<file path="src/rtl/core/blph_pkg.sv">
`timescale 1ns / 1ps
// ----------------------------------------------------------------------------
// blph_pkg
// Shared codes and controller/datapath interface types for the hash table.
// ----------------------------------------------------------------------------
package blph_pkg;

  localparam logic [1:0] OP_INSERT = 2'd0;
  localparam logic [1:0] OP_LOOKUP = 2'd1;
  localparam logic [1:0] OP_REMOVE = 2'd2;

  localparam logic [2:0] ST_NEW  = 3'd0;
  localparam logic [2:0] ST_HIT  = 3'd1;
  localparam logic [2:0] ST_MISS = 3'd2;
  localparam logic [2:0] ST_FULL = 3'd3;
  localparam logic [2:0] ST_ZERO = 3'd4;

  typedef enum logic [1:0] {
    KS_IN,
    KS_ZERO,
    KS_RD
  } ksrc_e;

  typedef struct packed {
    logic       clr;
    logic       load;
    logic       rd;
    logic       kwe;
    ksrc_e      kw_src;
    logic       kw_at_freed;
    logic       vwe;
    logic       vw_src_rd;
    logic       vw_at_freed;
    logic       adv;
    logic       set_freed;
    logic       res_set;
    logic [2:0] res_status;
    logic       res_rd;
  } cmd_t;

  typedef struct packed {
    logic       clr_last;
    logic [1:0] op;
    logic       key_zero;
    logic       k_empty;
    logic       k_match;
    logic       home_match;
    logic       find_more;
    logic       shift_more;
  } stat_t;

endpackage

</file>
<file path="src/rtl/core/blph_ctrl.sv">
`timescale 1ns / 1ps
// ----------------------------------------------------------------------------
// blph_ctrl
// Sequencer for clear pass, probe walk and remove back-shift.
// ----------------------------------------------------------------------------
module blph_ctrl (
  input  logic            clk_i,
  input  logic            rst_ni,
  input  logic            start_i,
  output logic            busy_o,
  output logic            valid_o,
  output blph_pkg::cmd_t  cmd_o,
  input  blph_pkg::stat_t stat_i
);

  localparam logic [2:0] S_CLEAR = 3'd0;
  localparam logic [2:0] S_IDLE  = 3'd1;
  localparam logic [2:0] S_EVAL  = 3'd2;
  localparam logic [2:0] S_READ  = 3'd3;
  localparam logic [2:0] S_CHECK = 3'd4;
  localparam logic [2:0] S_WIPE  = 3'd5;

  logic [2:0] state_q, state_d;
  logic       shift_q, shift_d;
  logic       valid_q, valid_d;

  always_comb begin
    state_d = state_q;
    shift_d = shift_q;
    valid_d = 1'b0;
    cmd_o   = '0;
    cmd_o.kw_src = blph_pkg::KS_ZERO;
    unique case (state_q)
      S_CLEAR: begin
        cmd_o.clr = 1'b1;
        if (stat_i.clr_last) state_d = S_IDLE;
      end
      S_IDLE: begin
        if (start_i) begin
          cmd_o.load = 1'b1;
          shift_d = 1'b0;
          state_d = S_EVAL;
        end
      end
      S_EVAL: begin
        if (stat_i.op != blph_pkg::OP_INSERT && stat_i.op != blph_pkg::OP_LOOKUP &&
            stat_i.op != blph_pkg::OP_REMOVE) begin
          cmd_o.res_set = 1'b1;
          cmd_o.res_status = blph_pkg::ST_MISS;
          valid_d = 1'b1;
          state_d = S_IDLE;
        end else if (stat_i.key_zero) begin
          cmd_o.res_set = 1'b1;
          cmd_o.res_status = blph_pkg::ST_ZERO;
          valid_d = 1'b1;
          state_d = S_IDLE;
        end else begin
          state_d = S_READ;
        end
      end
      S_READ: begin
        cmd_o.rd = 1'b1;
        state_d = S_CHECK;
      end
      S_CHECK: begin
        if (shift_q) begin
          if (stat_i.k_empty) begin
            valid_d = 1'b1;
            state_d = S_IDLE;
          end else if (stat_i.home_match) begin
            cmd_o.kwe = 1'b1;
            cmd_o.kw_src = blph_pkg::KS_RD;
            cmd_o.kw_at_freed = 1'b1;
            cmd_o.vwe = 1'b1;
            cmd_o.vw_src_rd = 1'b1;
            cmd_o.vw_at_freed = 1'b1;
            state_d = S_WIPE;
          end else if (stat_i.shift_more) begin
            cmd_o.adv = 1'b1;
            state_d = S_READ;
          end else begin
            valid_d = 1'b1;
            state_d = S_IDLE;
          end
        end else begin
          case (stat_i.op) inside
            blph_pkg::OP_INSERT: begin
              if (stat_i.k_empty) begin
                cmd_o.kwe = 1'b1;
                cmd_o.kw_src = blph_pkg::KS_IN;
                cmd_o.vwe = 1'b1;
                cmd_o.res_set = 1'b1;
                cmd_o.res_status = blph_pkg::ST_NEW;
                valid_d = 1'b1;
                state_d = S_IDLE;
              end else if (stat_i.k_match) begin
                cmd_o.vwe = 1'b1;
                cmd_o.res_set = 1'b1;
                cmd_o.res_status = blph_pkg::ST_HIT;
                cmd_o.res_rd = 1'b1;
                valid_d = 1'b1;
                state_d = S_IDLE;
              end else if (stat_i.find_more) begin
                cmd_o.adv = 1'b1;
                state_d = S_READ;
              end else begin
                cmd_o.res_set = 1'b1;
                cmd_o.res_status = blph_pkg::ST_FULL;
                valid_d = 1'b1;
                state_d = S_IDLE;
              end
            end
            blph_pkg::OP_LOOKUP, blph_pkg::OP_REMOVE: begin
              if (stat_i.k_match) begin
                cmd_o.res_set = 1'b1;
                cmd_o.res_status = blph_pkg::ST_HIT;
                cmd_o.res_rd = 1'b1;
                if (stat_i.op == blph_pkg::OP_REMOVE) begin
                  cmd_o.kwe = 1'b1;
                  cmd_o.set_freed = 1'b1;
                  shift_d = 1'b1;
                  if (stat_i.shift_more) begin
                    cmd_o.adv = 1'b1;
                    state_d = S_READ;
                  end else begin
                    valid_d = 1'b1;
                    state_d = S_IDLE;
                  end
                end else begin
                  valid_d = 1'b1;
                  state_d = S_IDLE;
                end
              end else if (stat_i.find_more) begin
                cmd_o.adv = 1'b1;
                state_d = S_READ;
              end else begin
                cmd_o.res_set = 1'b1;
                cmd_o.res_status = blph_pkg::ST_MISS;
                valid_d = 1'b1;
                state_d = S_IDLE;
              end
            end
            default: begin
              cmd_o.res_set = 1'b1;
              cmd_o.res_status = blph_pkg::ST_MISS;
              valid_d = 1'b1;
              state_d = S_IDLE;
            end
          endcase
        end
      end
      S_WIPE: begin
        cmd_o.kwe = 1'b1;
        cmd_o.set_freed = 1'b1;
        if (stat_i.shift_more) begin
          cmd_o.adv = 1'b1;
          state_d = S_READ;
        end else begin
          valid_d = 1'b1;
          state_d = S_IDLE;
        end
      end
      default: state_d = S_IDLE;
    endcase
  end

  always_ff @(posedge clk_i or negedge rst_ni) begin
    if (!rst_ni) begin
      state_q <= S_CLEAR;
      shift_q <= 1'b0;
      valid_q <= 1'b0;
    end else begin
      state_q <= state_d;
      shift_q <= shift_d;
      valid_q <= valid_d;
    end
  end

  assign busy_o  = (state_q != S_IDLE);
  assign valid_o = valid_q;

endmodule

</file>
<file path="config.mk">
export PLATFORM = sky130hd
export DESIGN_NAME = blph_ctrl
export DESIGN_NICKNAME = d
export VERILOG_FILES = /design/src/rtl/core/blph_pkg.sv /design/src/rtl/core/blph_ctrl.sv
export SDC_FILE = /design/constraint.sdc
export NUM_CORES = 1
export LEC_CHECK = 0
export BUFFER_PORTS_ARGS = -buffer_cell sky130_fd_sc_hd__buf_2
export CAP_MARGIN = 20
export CORE_MARGIN = 10
export CORE_UTILIZATION = 44
export DETAILED_ROUTE_END_ITERATION = 10
export PLACE_DENSITY = 0.87
export SLEW_MARGIN = 10
export SYNTH_ARGS = -nofsm -noshare
export SYNTH_HDL_FRONTEND = slang
export SYNTH_SLANG_ARGS = --single-unit
</file>
<file path="constraint.sdc">
create_clock -name clk_i -period 2.1 [get_ports clk_i]
set_input_delay 0.42 -clock clk_i [delete_from_list [all_inputs] [get_ports clk_i]]
set_output_delay 0.42 -clock clk_i [all_outputs]
set_load 0.05 [all_outputs]
</file>
==> results by group <==
Synthesis
  • Largest cells by area after synthesis: dfrtp_1 20%, ha_1 8.0%, a21oi_1 4.8%
  • Mux contribution to synthesized area: 0%
  • Yosys reg bits: 5
  • Adder-cell area share of the yosys netlist: ~8.0%
  • Asr flop ratio synth: between 90% and 100%
  • Post-Syn Area per Cell: around 7.7 sq um
  • Synth top area share: about a fifth
  • Synth Area in Simple Gates: between 30% and 40%
  • Post-synth EDFFs: 0
  • Largest family of logic cells by synthesized area: simple AND/OR/NAND/NOR gates
  • Mapped Nets: 97
  • Leading area contributor after synthesis: dfrtp_1
  • Compound-cell area share of the yosys netlist: 26.4%
  • Synth Cell Area: 626 sq um
  • Library cells used by synthesis: 39
  • Post-synth top flop: dfrtp_1
  • Synth Warn #: 0
  • Sequential share of the synthesized area: 20.0%
  • Synth Area in XOR/XNOR: 0%
  • Post-Syn Instances: roughly 80

Min path
  • Worst hold start: stat_i[8]
  • WHS Endpoint: state_q[0]
  • Worst min path class: in -> reg
  • Hold path depth: 3

Pwr
  • Leak: ~0.48 nW
  • Power Dens Cells: roughly 870 nW/um^2
  • Final Total Pwr: approximately 0.9 mW
  • Worst vdd ir: roughly 0.65 mV

STA
  • # setup viols final: 0
  • Clock Skews: 0.00162 ns
  • Hold slack final: 0.486 ns
  • Setup TNS: 0 ns
  • Final hold vios: 0
  • Fin crit period: roughly 2.1 ns
  • Final Max Tran Viols: 0
  • Worst slew pin tran: ~0.34 ns
  • RSZ-0062 raised after global routing: yes
  • Final worst path period share: roughly 99%
  • Slew HR: 77.3%
  • Fmax: about 480 MHz

Floorplan
  • # IOs: 31
  • Row cnt: 13
  • Die ar.: ~3300 sq um
  • Die Width: slightly below 60 microns
  • Chip height: approximately 58 microns
  • Placeable Area: 1320 sq um
  • Starting density of the core: a little under half

CTS
  • H-tree depth: 1
  • Reg clk slew, reported paths: 0.04 ns
  • CTS tree: built
  • Sink Count: 5
  • Max Buffers Root-to-Sink: 2
  • CTS root buffer: clkbuf_4
  • Clk Latency, worst-skew pair: ~0.24 ns
  • Cts bufs inserted: 3

Critical path
  • Register-to-register setup slack: around 0.64 ns
  • Critical Path AT: between 1.5 and 2 ns
  • Worst Setup End Kind: primary output
  • CP Class: in -> out
  • Crit start category: input pin
  • Crit path launch: stat_i[7]
  • Max FO, Critical Path: 3
  • R2r worst-path depth: 6
  • Critical Path RT: around 1.7 ns
  • Worst R2R End: state_q[1]
  • Worst r2r src: state_q[2]

Routing
  • Drt total wl: ~2.3 mm
  • Vias per cell: roughly 5.6
  • Drt first pass iters: 4
  • Wire per inst: approximately 16 microns
  • Via Count: between 700 and 800
  • ANT nets after route: 0
  • DR DRC count: 0
  • Initial DRC Count: 36

Global routing
  • GRT Total Usage: approximately an eighth
  • Number of global-route vias before repair: just over 800
  • Largest net degree at the start of global routing: 11
  • Initial antenna violation count: 0
  • First-pass GRT wire length: approximately 3.5 mm
  • GRT overflow: 0

Final layout
  • Share of cells above drive strength 1: approximately 57%
  • Fillcell total: 80
  • ANT cells: 0
  • Fin nets: roughly 140
  • Area growth syn-to-layout: 69.4%
  • Design area: approximately 1100 sq um

Placed design
  • DPL Wire Length: ~1.7 mm
  • I/O Buffers: 30
  • Routability cong.: around 0.86
  • Placed instance area: 872 sq um

Run
  • Max-Cap Viols: 0

Status
  • Status: finished clean
cells in the final DEF (no fill, tap or decap), types with 3 or more instances in the layout:
cell      Yosys  routed
a21oi_1       6       5
and2b_2       2       3
buf_2         2      19
buf_4         3      15
buf_6         0       5
clkbuf_4      0       6
dfrtp_1       5       4
nand2_1       5       5
nand2b_1      3       3
nor2_1        7       7
o21ai_0       5       5
o21bai_1      3       3
where the power goes:
part	internal (mW)	total [mW]	switching, mW
sequential	0.128	0.180	0.0520
clock	0.0718	0.110	0.0386
combinational	0.220	0.627	0.407
kinds of logic after synthesis:
logic type / after synthesis
buffers and inverters: 9
AND/OR/NAND/NOR: 38
flip-flops: 5
AO/OA/AOI/OAI: 25
adder cells (fa/ha/maj): 4
layer usage:
metal | up-vias | GRT usage [%] | wire, microns
li1 | 379 | - | -
met1 | 366 | 14.0 | 909
met2 | 42 | 20.4 | 1120
met3 | 2 | 5.01 | 227
met4 | 0 | 3.69 | 8
met5 | - | 0 | 0
flip-flops by register name, indices dropped and copies added, names as in the netlist:
| signal | count |
|---|---|
| shift_q | 1 |
| state_q | 3 |
| valid_o | 1 |
stage by stage:
step / utilization, % / std cells / setup WS [ns]
global route: 80.4 / 140 / -0.0736
floorplan: - / 81 / -0.104
detailed placement: 66.2 / 130 / -0.257
global placement: 66.2 / 130 / -0.177
CTS: 73.4 / 137 / -0.0273
finish: 80.4 / 140 / 0.0158
worst max path at each step:
stage | to | slack, ns | depth (start not counted)
after floorplan | cmd_o[13] | -0.10 | 4
after global placement | cmd_o[6] | -0.18 | 8
after detailed placement | cmd_o[6] | -0.26 | 8
after CTS | cmd_o[13] | -0.03 | 7
after global routing | cmd_o[13] | -0.07 | 5
final | cmd_o[6] | 0.02 | 8
worst max-delay path, stage by stage:
cell and delay (ns):
buf_6 0.09, buf_4 0.12, ha_2 0.16, and4b_2 0.28, a32oi_2 0.17, o21a_1 0.21
nor2b_4 0.06, buf_8 0.14
timing repair:
item / in CTS / in global routing
pin swaps: 4 / 5
setup endpoints to repair: 5 / 8
buffers inserted: 2 / 3
hold endpoints to repair: 5 / 0
gates resized for setup: 13 / 20
hold buffers: 1 / 0
area by class of cell:
cell class              count  area, sq um  share of cell area (%)
clock buffers               4         26.3                    2.48
inverters                   4         17.5                    1.65
multi-input cells          67          544                    51.4
flip-flops and latches      5          126                    11.9
well taps                  15         18.8                    1.77
repair buffers             45          327                    30.8
synth_stat cells (2+ instances only):
library cell	n
dfrtp_1	5
a31oi_1	2
o21ai_0	5
nor2b_1	4
nor3b_2	2
o21bai_1	3
nand2b_1	3
buf_4	3
ha_1	4
buf_2	2
and2b_2	2
nand3_1	2
a21oi_1	6
nand2_1	5
inv_1	3
nor2_1	7
Note: power is estimated with default switching activity, not from simulation.
